### config.mk
export PLATFORM = sky130hd
export DESIGN_NAME = encoder_speed_pid
export DESIGN_NICKNAME = d
export VERILOG_FILES = /design/src/rtl/core/esp_pkg.sv /design/src/rtl/core/esp_divider.sv /design/src/rtl/core/encoder_speed_pid.sv
export SDC_FILE = /design/constraint.sdc
export NUM_CORES = 2
export LEC_CHECK = 0
export BUFFER_PORTS_ARGS = -buffer_cell sky130_fd_sc_hd__buf_2
export CAP_MARGIN = 15
export CORE_UTILIZATION = 35
export DETAILED_ROUTE_END_ITERATION = 8
export GPL_TIMING_DRIVEN = 0
export PLACE_DENSITY = 0.58
export SLEW_MARGIN = 20
export SYNTH_ARGS = -nofsm -noshare
export SYNTH_HDL_FRONTEND = slang
export SYNTH_SLANG_ARGS = --single-unit
export TNS_END_PERCENT = 30
### constraint.sdc
create_clock -name clock -period 9.8 [get_ports clock]
set_input_delay 2.94 -clock clock [delete_from_list [all_inputs] [get_ports clock]]
set_output_delay 2.94 -clock clock [all_outputs]
set_load 0.02 [all_outputs]
### src/rtl/core/esp_pkg.sv
// Shared types, constants and the control program of the encoder speed PID.
`timescale 1ns / 1ps

package esp_pkg;

   // Datapath operations selected by one control word.
   typedef enum logic [3:0] {
      OP_NOP,
      OP_DELTA,
      OP_MUL_SCALE,
      OP_DIV_INIT,
      OP_DIV_STEP,
      OP_ERR,
      OP_SUM,
      OP_MUL_P,
      OP_MUL_I,
      OP_MUL_D,
      OP_ACC,
      OP_ROUND,
      OP_FINISH,
      OP_CLEAR,
      OP_IGNORE
   } op_type;

   // Jump conditions of the sequencer.
   typedef enum logic [2:0] {
      COND_NEVER,
      COND_INVALID,
      COND_RESET,
      COND_TICKS_ZERO,
      COND_DIV_MORE
   } cond_type;

   localparam int PC_W = 4;

   typedef struct packed {
      op_type          op;
      cond_type        cond;
      logic [PC_W-1:0] target;
      logic            last;
   } ctrl_word_type;

   typedef struct packed {
      logic init;
      logic step;
   } div_ctrl_type;

   localparam int DIVIDEND_W = 56;
   localparam int DIVISOR_W  = 24;
   localparam int DIV_CNT_W  = 6;

   // Register indexes on the write port.
   localparam logic [1:0] CSR_GAIN_PROP   = 2'd0;
   localparam logic [1:0] CSR_GAIN_INTEG  = 2'd1;
   localparam logic [1:0] CSR_GAIN_DERIV  = 2'd2;
   localparam logic [1:0] CSR_SPEED_SCALE = 2'd3;

   localparam logic [15:0] GAIN_PROP_RESET   = 16'd1843;
   localparam logic [15:0] GAIN_INTEG_RESET  = 16'd205;
   localparam logic [15:0] GAIN_DERIV_RESET  = 16'd819;
   localparam logic [23:0] SPEED_SCALE_RESET = 24'd6338830;

   // Program addresses that are jump targets.
   localparam logic [PC_W-1:0] PC_DIV_STEP = 4'd5;
   localparam logic [PC_W-1:0] PC_ERR      = 4'd6;
   localparam logic [PC_W-1:0] PC_CLEAR    = 4'd14;
   localparam logic [PC_W-1:0] PC_IGNORE   = 4'd15;

   function automatic ctrl_word_type microcode(input logic [PC_W-1:0] pc);
      ctrl_word_type word;
      case (pc)
         4'd0:    word = '{OP_NOP,       COND_INVALID,    PC_IGNORE,   1'b0};
         4'd1:    word = '{OP_NOP,       COND_RESET,      PC_CLEAR,    1'b0};
         4'd2:    word = '{OP_DELTA,     COND_NEVER,      '0,          1'b0};
         4'd3:    word = '{OP_MUL_SCALE, COND_TICKS_ZERO, PC_ERR,      1'b0};
         4'd4:    word = '{OP_DIV_INIT,  COND_NEVER,      '0,          1'b0};
         4'd5:    word = '{OP_DIV_STEP,  COND_DIV_MORE,   PC_DIV_STEP, 1'b0};
         4'd6:    word = '{OP_ERR,       COND_NEVER,      '0,          1'b0};
         4'd7:    word = '{OP_SUM,       COND_NEVER,      '0,          1'b0};
         4'd8:    word = '{OP_MUL_P,     COND_NEVER,      '0,          1'b0};
         4'd9:    word = '{OP_MUL_I,     COND_NEVER,      '0,          1'b0};
         4'd10:   word = '{OP_MUL_D,     COND_NEVER,      '0,          1'b0};
         4'd11:   word = '{OP_ACC,       COND_NEVER,      '0,          1'b0};
         4'd12:   word = '{OP_ROUND,     COND_NEVER,      '0,          1'b0};
         4'd13:   word = '{OP_FINISH,    COND_NEVER,      '0,          1'b1};
         4'd14:   word = '{OP_CLEAR,     COND_NEVER,      '0,          1'b1};
         4'd15:   word = '{OP_IGNORE,    COND_NEVER,      '0,          1'b1};
         default: word = '{OP_IGNORE,    COND_NEVER,      '0,          1'b1};
      endcase
      return word;
   endfunction

endpackage

### src/rtl/core/esp_divider.sv
// Restoring unsigned divider that retires one quotient bit per step.
`timescale 1ns / 1ps

module esp_divider (
   input  logic                               clock,
   input  logic                               reset,
   input  esp_pkg::div_ctrl_type              ctrl,
   input  logic [esp_pkg::DIVIDEND_W-1:0]     dividend,
   input  logic [esp_pkg::DIVISOR_W-1:0]      divisor,
   output logic [esp_pkg::DIVIDEND_W-1:0]     quotient,
   output logic                               last
);
   import esp_pkg::*;

   logic [DIVIDEND_W-1:0] quo_ff, quo_in;
   logic [DIVISOR_W-1:0]  rem_ff, rem_in;
   logic [DIV_CNT_W-1:0]  cnt_ff, cnt_in;
   logic [DIVISOR_W:0]    shifted;
   logic [DIVISOR_W:0]    trial;
   logic                  fits;

   assign shifted = {rem_ff, quo_ff[DIVIDEND_W-1]};
   assign fits    = shifted >= {1'b0, divisor};
   assign trial   = shifted - {1'b0, divisor};

   always_comb begin
      quo_in = quo_ff;
      rem_in = rem_ff;
      cnt_in = cnt_ff;
      if (ctrl.init) begin
         quo_in = dividend;
         rem_in = '0;
         cnt_in = DIV_CNT_W'(DIVIDEND_W);
      end else if (ctrl.step) begin
         quo_in = {quo_ff[DIVIDEND_W-2:0], fits};
         rem_in = fits ? trial[DIVISOR_W-1:0] : shifted[DIVISOR_W-1:0];
         cnt_in = cnt_ff - 1'b1;
      end
   end

   always_ff @(posedge clock) begin
      if (reset) begin
         cnt_ff <= '0;
      end else begin
         cnt_ff <= cnt_in;
      end
   end

   always_ff @(posedge clock) begin
      quo_ff <= quo_in;
      rem_ff <= rem_in;
   end

   assign quotient = quo_ff;
   assign last     = cnt_ff == DIV_CNT_W'(1);

endmodule

### src/rtl/core/encoder_speed_pid.sv
// Top level of the encoder speed PID: microcoded sequencer, datapath and motor state.
`timescale 1ns / 1ps
//
// Speed PID for up to MOTOR_COUNT wheel motors. Each request transaction names a
// motor and carries the target speed, the raw encoder count and the timer ticks
// since that motor's previous step. Each request yields exactly one response
// transaction with the corrected drive speed and two flags.
// The csr_ port writes the gains and the speed scale; write it only while idle.
// A short program in a read-only table sequences one shared multiplier, an
// adder/clamp datapath and a one-bit-per-cycle divider. A control step runs
// the 56 divider steps between the speed scaling and the error step; with zero
// elapsed ticks the divider is skipped. A reset command jumps to the clear step
// and an out-of-range motor to the ignore step.
// req_stall is high while a transaction is in the sequencer, so one item is in
// work at a time. The step that loads the response also clears the busy flag,
// and only then can the next request be taken. The response sits in an output
// register: a new request is taken while an earlier response still waits, and
// the finishing step holds while rsp_stall keeps a previous response in place,
// which adds the stalled cycles to the item.
// Synchronous reset loads the register defaults, clears every motor's count,
// error sum and previous error, and empties the sequencer and output register.

module encoder_speed_pid #(
   parameter int MOTOR_COUNT = 3
) (
   input  logic               clock,
   input  logic               reset,
   input  logic               req_valid,
   output logic               req_stall,
   input  logic               req_command,
   input  logic [1:0]         req_motor_select,
   input  logic signed [15:0] req_target_speed,
   input  logic [31:0]        req_encoder_count,
   input  logic [23:0]        req_elapsed_ticks,
   output logic               rsp_valid,
   input  logic               rsp_stall,
   output logic signed [15:0] rsp_drive_speed,
   output logic               rsp_saturated,
   output logic               rsp_bad_time,
   input  logic               csr_write,
   input  logic [1:0]         csr_index,
   input  logic [23:0]        csr_wdata
);
   import esp_pkg::*;

   localparam int IDX_W = (MOTOR_COUNT > 1) ? $clog2(MOTOR_COUNT) : 1;
   localparam logic [3:0] MOTOR_LIMIT = 4'(MOTOR_COUNT);

   // Configuration registers.
   logic [15:0] gain_prop_ff, gain_prop_in;
   logic [15:0] gain_integ_ff, gain_integ_in;
   logic [15:0] gain_deriv_ff, gain_deriv_in;
   logic [23:0] speed_scale_ff, speed_scale_in;

   // Per-motor loop state.
   logic [31:0]        last_count_ff [MOTOR_COUNT];
   logic [31:0]        last_count_in [MOTOR_COUNT];
   logic signed [31:0] error_sum_ff  [MOTOR_COUNT];
   logic signed [31:0] error_sum_in  [MOTOR_COUNT];
   logic signed [16:0] last_error_ff [MOTOR_COUNT];
   logic signed [16:0] last_error_in [MOTOR_COUNT];

   // Sequencer.
   logic            busy_ff, busy_in;
   logic [PC_W-1:0] pc_ff, pc_in;
   ctrl_word_type   cw;
   logic            taken;
   logic            advance;
   logic            out_free;
   logic            req_accept;

   // Captured transaction.
   logic               cmd_ff, cmd_in;
   logic               sel_ok_ff, sel_ok_in;
   logic [IDX_W-1:0]   idx_ff, idx_in;
   logic signed [15:0] target_ff, target_in;
   logic [31:0]        enc_ff, enc_in;
   logic [23:0]        ticks_ff, ticks_in;
   logic               bad_ff, bad_in;
   logic [3:0]         sel_ext;

   // Datapath registers.
   logic               neg_ff, neg_in;
   logic [31:0]        mag_ff, mag_in;
   logic signed [57:0] prod_ff, prod_in;
   logic signed [49:0] acc_ff, acc_in;
   logic signed [16:0] err_ff, err_in;
   logic signed [31:0] sum_ff, sum_in;
   logic               sat_ff, sat_in;

   // Output register.
   logic               rsp_valid_ff, rsp_valid_in;
   logic signed [15:0] rsp_drive_ff, rsp_drive_in;
   logic               rsp_sat_ff, rsp_sat_in;
   logic               rsp_bad_ff, rsp_bad_in;

   // Datapath combinational values.
   logic [31:0]        delta;
   logic [31:0]        quotient;
   logic [DIVIDEND_W-1:0] div_quotient;
   logic               div_last;
   div_ctrl_type       div_ctrl;
   logic               q_big;
   logic [18:0]        q_sat;
   logic signed [19:0] meas;
   logic signed [20:0] err_raw;
   logic signed [32:0] sum_raw;
   logic signed [17:0] err_diff;
   logic signed [32:0] mul_a;
   logic signed [24:0] mul_b;
   logic signed [57:0] mul_p;
   logic signed [49:0] acc_sum;
   logic signed [38:0] drive_raw;
   logic signed [15:0] drive_sat;
   logic               drive_clamped;

   assign sel_ext    = {2'b00, req_motor_select};
   assign cw         = microcode(pc_ff);
   assign out_free   = !rsp_valid_ff || !rsp_stall;
   assign req_accept = req_valid && !busy_ff;
   assign req_stall  = busy_ff;

   esp_divider u_divider (
      .clock    (clock),
      .reset    (reset),
      .ctrl     (div_ctrl),
      .dividend (prod_ff[DIVIDEND_W-1:0]),
      .divisor  (ticks_ff),
      .quotient (div_quotient),
      .last     (div_last)
   );

   // Encoder change since the previous step, wrapped to 32 bits.
   assign delta = enc_ff - last_count_ff[idx_ff];

   // Any quotient of 2^18 or more drives the error into its clamp, so it is
   // reduced to that value before the subtraction.
   assign quotient = div_quotient[31:0];
   assign q_big    = |div_quotient[DIVIDEND_W-1:18];
   assign q_sat    = q_big ? 19'h40000 : quotient[18:0];
   assign meas     = bad_ff ? 20'sd0 :
                     (neg_ff ? -$signed({1'b0, q_sat}) : $signed({1'b0, q_sat}));
   assign err_raw  = {{5{target_ff[15]}}, target_ff} - {meas[19], meas};

   assign sum_raw  = {error_sum_ff[idx_ff][31], error_sum_ff[idx_ff]}
                   + {{16{err_ff[16]}}, err_ff};
   assign err_diff = {err_ff[16], err_ff}
                   - {last_error_ff[idx_ff][16], last_error_ff[idx_ff]};

   // One shared signed multiplier; operands follow the current operation.
   always_comb begin
      case (cw.op)
         OP_MUL_SCALE: begin
            mul_a = $signed({1'b0, mag_ff});
            mul_b = $signed({1'b0, speed_scale_ff});
         end
         OP_MUL_P: begin
            mul_a = {{16{err_ff[16]}}, err_ff};
            mul_b = $signed({9'd0, gain_prop_ff});
         end
         OP_MUL_I: begin
            mul_a = {sum_ff[31], sum_ff};
            mul_b = $signed({9'd0, gain_integ_ff});
         end
         OP_MUL_D: begin
            mul_a = {{15{err_diff[17]}}, err_diff};
            mul_b = $signed({9'd0, gain_deriv_ff});
         end
         default: begin
            mul_a = '0;
            mul_b = '0;
         end
      endcase
   end

   assign mul_p   = mul_a * mul_b;
   assign acc_sum = acc_ff + prod_ff[49:0];

   // acc_ff already holds the rounding offset; the arithmetic shift is the floor.
   assign drive_raw = {{23{target_ff[15]}}, target_ff}
                    + {acc_ff[49], acc_ff[49:12]};
   always_comb begin
      drive_clamped = 1'b0;
      drive_sat     = drive_raw[15:0];
      if (drive_raw < -39'sd32768) begin
         drive_clamped = 1'b1;
         drive_sat     = 16'sh8000;
      end else if (drive_raw > 39'sd32767) begin
         drive_clamped = 1'b1;
         drive_sat     = 16'sh7FFF;
      end
   end

   always_comb begin
      case (cw.cond)
         COND_INVALID:    taken = !sel_ok_ff;
         COND_RESET:      taken = cmd_ff;
         COND_TICKS_ZERO: taken = bad_ff;
         COND_DIV_MORE:   taken = !div_last;
         default:         taken = 1'b0;
      endcase
   end

   always_comb begin
      gain_prop_in   = gain_prop_ff;
      gain_integ_in  = gain_integ_ff;
      gain_deriv_in  = gain_deriv_ff;
      speed_scale_in = speed_scale_ff;
      last_count_in  = last_count_ff;
      error_sum_in   = error_sum_ff;
      last_error_in  = last_error_ff;
      busy_in        = busy_ff;
      pc_in          = pc_ff;
      cmd_in         = cmd_ff;
      sel_ok_in      = sel_ok_ff;
      idx_in         = idx_ff;
      target_in      = target_ff;
      enc_in         = enc_ff;
      ticks_in       = ticks_ff;
      bad_in         = bad_ff;
      neg_in         = neg_ff;
      mag_in         = mag_ff;
      prod_in        = prod_ff;
      acc_in         = acc_ff;
      err_in         = err_ff;
      sum_in         = sum_ff;
      sat_in         = sat_ff;
      rsp_valid_in   = rsp_valid_ff;
      rsp_drive_in   = rsp_drive_ff;
      rsp_sat_in     = rsp_sat_ff;
      rsp_bad_in     = rsp_bad_ff;
      div_ctrl       = '0;
      advance        = 1'b0;

      if (csr_write) begin
         case (csr_index)
            CSR_GAIN_PROP:   gain_prop_in   = csr_wdata[15:0];
            CSR_GAIN_INTEG:  gain_integ_in  = csr_wdata[15:0];
            CSR_GAIN_DERIV:  gain_deriv_in  = csr_wdata[15:0];
            CSR_SPEED_SCALE: speed_scale_in = csr_wdata;
            default: ;
         endcase
      end

      if (rsp_valid_ff && !rsp_stall) begin
         rsp_valid_in = 1'b0;
      end

      if (req_accept) begin
         busy_in   = 1'b1;
         pc_in     = '0;
         cmd_in    = req_command;
         sel_ok_in = sel_ext < MOTOR_LIMIT;
         idx_in    = sel_ext[IDX_W-1:0];
         target_in = req_target_speed;
         enc_in    = req_encoder_count;
         ticks_in  = req_elapsed_ticks;
         bad_in    = req_elapsed_ticks == 24'd0;
         sat_in    = 1'b0;
      end else if (busy_ff) begin
         // Finishing steps wait until the output register can take the result.
         advance = !cw.last || out_free;
         if (advance) begin
            pc_in = taken ? cw.target : pc_ff + 1'b1;
            if (cw.last) begin
               busy_in = 1'b0;
            end
            case (cw.op)
               OP_DELTA: begin
                  neg_in = delta[31];
                  mag_in = delta[31] ? (~delta + 32'd1) : delta;
               end
               OP_MUL_SCALE: begin
                  prod_in = mul_p;
               end
               OP_DIV_INIT: begin
                  div_ctrl.init = 1'b1;
               end
               OP_DIV_STEP: begin
                  div_ctrl.step = 1'b1;
               end
               OP_ERR: begin
                  if (err_raw < -21'sd65536) begin
                     err_in = 17'sh10000;
                     sat_in = 1'b1;
                  end else if (err_raw > 21'sd65535) begin
                     err_in = 17'sh0FFFF;
                     sat_in = 1'b1;
                  end else begin
                     err_in = err_raw[16:0];
                  end
               end
               OP_SUM: begin
                  if (sum_raw[32] != sum_raw[31]) begin
                     sum_in = sum_raw[32] ? 32'sh80000000 : 32'sh7FFFFFFF;
                     sat_in = 1'b1;
                  end else begin
                     sum_in = sum_raw[31:0];
                  end
               end
               OP_MUL_P: begin
                  prod_in = mul_p;
               end
               OP_MUL_I: begin
                  acc_in  = prod_ff[49:0];
                  prod_in = mul_p;
               end
               OP_MUL_D: begin
                  acc_in  = acc_sum;
                  prod_in = mul_p;
               end
               OP_ACC: begin
                  acc_in = acc_sum;
               end
               OP_ROUND: begin
                  acc_in = acc_ff + 50'sd2048;
               end
               OP_FINISH: begin
                  error_sum_in[idx_ff]  = sum_ff;
                  last_error_in[idx_ff] = err_ff;
                  last_count_in[idx_ff] = enc_ff;
                  rsp_valid_in = 1'b1;
                  rsp_drive_in = drive_sat;
                  rsp_sat_in   = sat_ff | drive_clamped;
                  rsp_bad_in   = bad_ff;
               end
               OP_CLEAR: begin
                  error_sum_in[idx_ff]  = '0;
                  last_error_in[idx_ff] = '0;
                  last_count_in[idx_ff] = enc_ff;
                  rsp_valid_in = 1'b1;
                  rsp_drive_in = '0;
                  rsp_sat_in   = 1'b0;
                  rsp_bad_in   = 1'b0;
               end
               OP_IGNORE: begin
                  rsp_valid_in = 1'b1;
                  rsp_drive_in = '0;
                  rsp_sat_in   = 1'b0;
                  rsp_bad_in   = 1'b0;
               end
               default: ;
            endcase
         end
      end
   end

   always_ff @(posedge clock) begin
      if (reset) begin
         gain_prop_ff   <= GAIN_PROP_RESET;
         gain_integ_ff  <= GAIN_INTEG_RESET;
         gain_deriv_ff  <= GAIN_DERIV_RESET;
         speed_scale_ff <= SPEED_SCALE_RESET;
         for (int i = 0; i < MOTOR_COUNT; i++) begin
            last_count_ff[i] <= '0;
            error_sum_ff[i]  <= '0;
            last_error_ff[i] <= '0;
         end
         busy_ff      <= 1'b0;
         pc_ff        <= '0;
         rsp_valid_ff <= 1'b0;
      end else begin
         gain_prop_ff   <= gain_prop_in;
         gain_integ_ff  <= gain_integ_in;
         gain_deriv_ff  <= gain_deriv_in;
         speed_scale_ff <= speed_scale_in;
         last_count_ff  <= last_count_in;
         error_sum_ff   <= error_sum_in;
         last_error_ff  <= last_error_in;
         busy_ff        <= busy_in;
         pc_ff          <= pc_in;
         rsp_valid_ff   <= rsp_valid_in;
      end
   end

   always_ff @(posedge clock) begin
      cmd_ff       <= cmd_in;
      sel_ok_ff    <= sel_ok_in;
      idx_ff       <= idx_in;
      target_ff    <= target_in;
      enc_ff       <= enc_in;
      ticks_ff     <= ticks_in;
      bad_ff       <= bad_in;
      neg_ff       <= neg_in;
      mag_ff       <= mag_in;
      prod_ff      <= prod_in;
      acc_ff       <= acc_in;
      err_ff       <= err_in;
      sum_ff       <= sum_in;
      sat_ff       <= sat_in;
      rsp_drive_ff <= rsp_drive_in;
      rsp_sat_ff   <= rsp_sat_in;
      rsp_bad_ff   <= rsp_bad_in;
   end

   assign rsp_valid       = rsp_valid_ff;
   assign rsp_drive_speed = rsp_drive_ff;
   assign rsp_saturated   = rsp_sat_ff;
   assign rsp_bad_time    = rsp_bad_ff;

endmodule
# == Yosys cells after proc, flatten, opt, wreduce, memory -nomap -nowiden ==
# Memories as Yosys holds them, arrays and structs flattened. A register that Yosys moved wholly into a read port is not among the register bits.
# Index checks and enable logic that the tools add are counted.
# word_totals
register_bits,691
latchBits,0
ramBits,0
mem_bits_ro,192
input_bits,106
out_inout_bits,20
elab_cells,195
n_memories,1
# op_classes
add_sub_neg,12
multipliers,1
div_mod_pow,0
order_cmp,8
n_eq_ne,25
shift,0
muxes,62
bitwise_logic,8
n_reduce_logical,40
# memory_table
memory,words,word_bits,rd,rd_ports_with_merged_regs,write_ports,line,rtl
(no name shown),16,12,1,1,0,esp_pkg.sv:71,case (pc)
# ops
operator,count
$mux 32,7
$bwmux 96,2
$pmux 96 s2,1
$pmux 50 s3,1
$pmux 33 s4,1
$bmux 32 s2,2
$mux 56,2
$pmux 51 s2,1
$and 96x96->96,1
$not 96->96,1
$pmux 24 s4,1
$mux 17,4
$demux 32 s2,1
$mul 33x25->56,1
$and 51x51->51,1
$bwmux 51,1
$not 51->51,1
$add 50x13->50 const B,1
$add 50x50->50,1
$mux 20,2
$add 16x38->39,1
$gt 39x16->1 const B,1
$lt 39x16->1 const B,1
$reduce_or 38->1,1
other kinds (58),119

# == Longest topological paths before layout ==
# logic_depth
word_depth,10
depth_mapped,47
ltp_nobuf,42

# == Hierarchy ==
# Synthesis repeated with hierarchy kept, for this count alone.
# hier_totals
hier_cells,7569
area_unflattened_um2,67917.6
# by_module_without_submodules
module,instances,cells_per_inst,area_each_um2,seq_area_each_um2
encoder_speed_pid,1,7101,62860.3,15184.6
esp_divider,1,468,5057.4,2282.2

# == Worst setup path after synthesis ==
# OpenSTA, ideal clock, no wires.
# synth_timing
path_type,reg-to-reg
startpoint,register idx_ff[0]
endpoint,"register prod_ff[55], data pin"
setup_time_ps,157
arrival_ps,10293
required_ps,9643
slack_ps,-650
path_stages_with_launch,46
path_buffers,4
synth_period_minus_slack_ps,10450
path_cell_list,edfxtp_1 -> clkbuf_1 -> clkbuf_1 -> clkbuf_1 -> mux2i_1 -> o21ai_0 -> ha_1 -> fa_1 -> nor2b_1 -> o21ai_1 -> a21oi_1 -> o21ai_1 -> a21boi_0 -> o21ai_1 -> a21oi_1 -> nor3_1 -> o31a_1 -> clkbuf_1 -> (+10 left out) -> fa_1 -> inv_1 -> fa_1 -> inv_1 -> fa_1 -> inv_1 -> ha_1 -> nand2_1 -> a2bb2oi_1 -> a21oi_1 -> nor3_1 -> a211oi_1 -> nor4b_1 -> nor2_1 -> o41a_1 -> a211o_1 -> and4_1 -> nor3_1
# synth_between
elab_chain_len,7
# synth_rtl
item,line,rtl
start: declaration,encoder_speed_pid.sv:75,"logic [IDX_W-1:0] idx_ff, idx_in;"
start signal: assignment,encoder_speed_pid.sv:379,idx_ff <= idx_in;
$not 2->3 (implied by the code),encoder_speed_pid.sv:148,"- {last_error_ff[idx_ff][16], last_error_ff[idx_ff]};"
$bmux 17 s2,encoder_speed_pid.sv:148,
$mux 17 (implied by the code) (2 in series),encoder_speed_pid.sv:148,
$sub 17x17->18,encoder_speed_pid.sv:148,
$pmux 33 s4,encoder_speed_pid.sv:152,case (cw.op)
$mul 33x25->56,encoder_speed_pid.sv:176,assign mul_p = mul_a * mul_b;
named net mul_p[55],encoder_speed_pid.sv:111,logic signed [57:0] mul_p;
end signal: assignment,encoder_speed_pid.sv:386,prod_ff <= prod_in;
end: declaration,encoder_speed_pid.sv:85,"logic signed [57:0] prod_ff, prod_in;"
# The timed path passes the listed nets, and every way through them passes these cells. The select of a mux whose other input is x is not followed.
# A chain may end at the register's enable or synchronous reset.

# == Worst setup path after layout ==
# layout_timing
startpoint,register idx_ff[0]
endpoint,"register prod_ff[51], data pin"
# Same word-level chain as after synthesis.

==> impl_metrics.env <==
export IMPL_stdcell_count=10700
export IMPL_status="finished with violations"
export IMPL_dieArea_um2=197000
export IMPL_synth_edf_count=339
export IMPL_htree_levels=3
export IMPL_cp_max_fo=8
export IMPL_peakVddDrop_mv=0.112
export IMPL_synth_area_leaders="fa_1, edfxtp_1, dfxtp_1, ha_1, nand2_1"
export IMPL_via_per_inst=5.46
export IMPL_port_buffers=123
export IMPL_nets=9371
export IMPL_relSlewSlack_pct=13.9
export IMPL_wl_um=246000
export IMPL_fillers=19100
export IMPL_synth_cell_type_count=118
export IMPL_drt_antenna_violating_nets=0
export IMPL_multi_input_comb_area_um2=47300
export IMPL_ioPinCount=126
export IMPL_async_flop_share_pct=0
export IMPL_num_rows=161
export IMPL_grt_pass1_vias=58200
export IMPL_startpoint_type="register"
export IMPL_synth_top_area_share_pct=23.4
export IMPL_slew_violations=0
export IMPL_grtUsageTotal_pct=24.7
export IMPL_slowest_delay_ps=560
export IMPL_clk_insertion_delay_late_ps=750
export IMPL_synth_commonest_cells="nand2_1, inv_1, fa_1, nor2_1, a21oi_1"
export IMPL_crit_buf_inv=13
export IMPL_syn_inst=7691
export IMPL_cts_buffer_depth=3
export IMPL_post_place_cells=10400
export IMPL_tightest_slew_ps=1290
export IMPL_finClkSkew_ps=86.7
export IMPL_syn_avg_cell_area_um2=8.89
export IMPL_seq_area_um2=17500
export IMPL_core_region_area_um2=193000
export IMPL_layout_min_cycle_time_ps=10580
export IMPL_clockRootBuffer="clkbuf_16"
export IMPL_yosysWarnings=0
export IMPL_violations="negative setup slack"
export IMPL_grt_overflow=0
export IMPL_vias=58400
export IMPL_synth_largest_area_cell="fa_1"
export IMPL_worstHoldPathType="reg2reg"
export IMPL_cts_tree="built"
export IMPL_setup_slack_ps=-781
export IMPL_start_util_pct=35.4
export IMPL_total_power_w=0.00791
export IMPL_cts_buffers_inserted=80
export IMPL_place_ws_ps=-3120
export IMPL_crit_slowest_cell="fa_1"
export IMPL_p_per_area_nw_per_um2=100
export IMPL_drt_iter0_markers=5694
export IMPL_drive_gt1_share_pct=11.5
export IMPL_reg2reg_setup_slack_ps=-780
export IMPL_rsz0062_at_grt="yes"
export IMPL_power_leakage_nw=33.2
export IMPL_post_route_period_util_pct=108
export IMPL_fmax_mhz=94.5
export IMPL_cts_hold_buf=0
export IMPL_drv_cap=0
export IMPL_drc=0
export IMPL_grt_max_degree=56
export IMPL_arrival_ps=10990
export IMPL_setup_viol=27
export IMPL_clkSinkCount=703
export IMPL_worstPathRequired_ps=10210
export IMPL_path_common_cell="fa_1"
export IMPL_critPathKind="reg2reg"
export IMPL_place_congestion=0.995
export IMPL_grt_pass1_wl_um=368000
export IMPL_post_synth_top_count_cell="nand2_1"
export IMPL_synth_ff_type="dfxtp_1"
export IMPL_crit_family="adder cells"
export IMPL_timing_final_hold_violations=0
export IMPL_dp_hpwl_um=195000
export IMPL_clkTransAtPathRegs_ps=60
export IMPL_syn2layout_area_growth_pct=15.6
export IMPL_die_h_um=444
export IMPL_firstDrtPassIters=6
export IMPL_die_w_um=444
export IMPL_endpoint_kind="register"
export IMPL_synth_area_um2=68400
export IMPL_wire_per_inst_um=23.0
export IMPL_seq_area_frac_synth_pct=25.5
export IMPL_antenna_found_initial=26
export IMPL_ys_seq_elements=703
## sequential cells by signal, summed over array words and instances, names as in the netlist, 24 cells and up
name,cells
acc_ff,50
error_sum_ff,96
mag_ff,32
last_error_ff,51
last_count_ff,96
enc_ff,32
prod_ff,56
u_divider.quotient,56
sum_ff,32
ticks_ff,24
u_divider.rem_ff,24
speed_scale_ff,24
## layout make-up
class                      count  share of cell area [%]
sequential                   703                    22.1
clock buffer                 117                    2.92
buffer                       371                    2.56
timing repair buffer         322                    3.30
clock inverter                31                   0.462
antenna                       12                  0.0380
inverter                    1009                    4.80
multi-input combinational   5602                    59.8
tap                         2526                    4.00
## cell usage in the layout, fill, tap and decap left out, drive strengths merged, types with 117 or more instances in the layout
cell type	instances
a21oi	434
a32oi	150
buf	357
clkbuf	450
dfxtp	364
edfxtp	339
fa	800
ha	376
inv	1011
nand2	1220
nor2	690
o21ai	253
xnor2	184
xor2	117
## tightest hold or removal path, delay by kind of cell, from the launching register on
| kind | cells | cell delay (ps) |
|---|---|---|
| DFF | 1 | 310 |
| and+or+nand+nor | 1 | 50 |
| AOI/OAI and AO/OA | 1 | 50 |
## repair_timing
item,CTS,global route
cloned,4,0
buffers inserted,106,66
setup endpoints to repair,43,33
gates resized for setup,344,208
pin swaps,131,94
hold endpoints to repair,0,0
## where the power goes
group          switching, W  total [W]  internal, W
logic              0.000990    0.00155     0.000559
clock network       0.00135    0.00313      0.00178
registers         0.0000640    0.00323      0.00316
total               0.00240    0.00791      0.00550
## kinds of logic after synthesis
family                   share of synthesized area, %
AO/OA/AOI/OAI                                    14.2
XOR/XNOR                                         3.87
adder cells (fa/ha/maj)                          30.8
buffers and inverters                            7.72
flip-flops                                       25.5
multiplexers                                     1.72
other                                          0.0110
AND/OR/NAND/NOR                                  16.1
## worst paths after layout
check                           cells after the start          endpoint        startpoint
worst max register to register                     46       prod_ff[51]         idx_ff[0]
worst min register to register                      2  gain_integ_ff[5]  gain_integ_ff[5]
worst min-delay path                                2  gain_integ_ff[5]  gain_integ_ff[5]
worst max-delay path                               46       prod_ff[51]         idx_ff[0]
## layer usage
layer | global-route usage (%) | part of all wire (%) | up-vias
li1 | - | - | 26500
met1 | 32.4 | 41 | 28800
met2 | 37.8 | 43 | 2509
met3 | 5.61 | 9.3 | 646
met4 | 13.3 | 6.1 | 24
met5 | 0 | 0.060 | -
## stage by stage
step	TNS, ps	hold WS, ps	instance area [µm²]	utilization, %
final	-10160	455	79100	40.9
after global routing	-18860	470	79000	40.9
after CTS	-11830	455	77900	40.3
after detailed placement	-75860	446	72900	37.7
after global placement	-83370	441	72400	37.4
after floorplan	0	431	68600	-
Power figures use the tool's default switching activity.
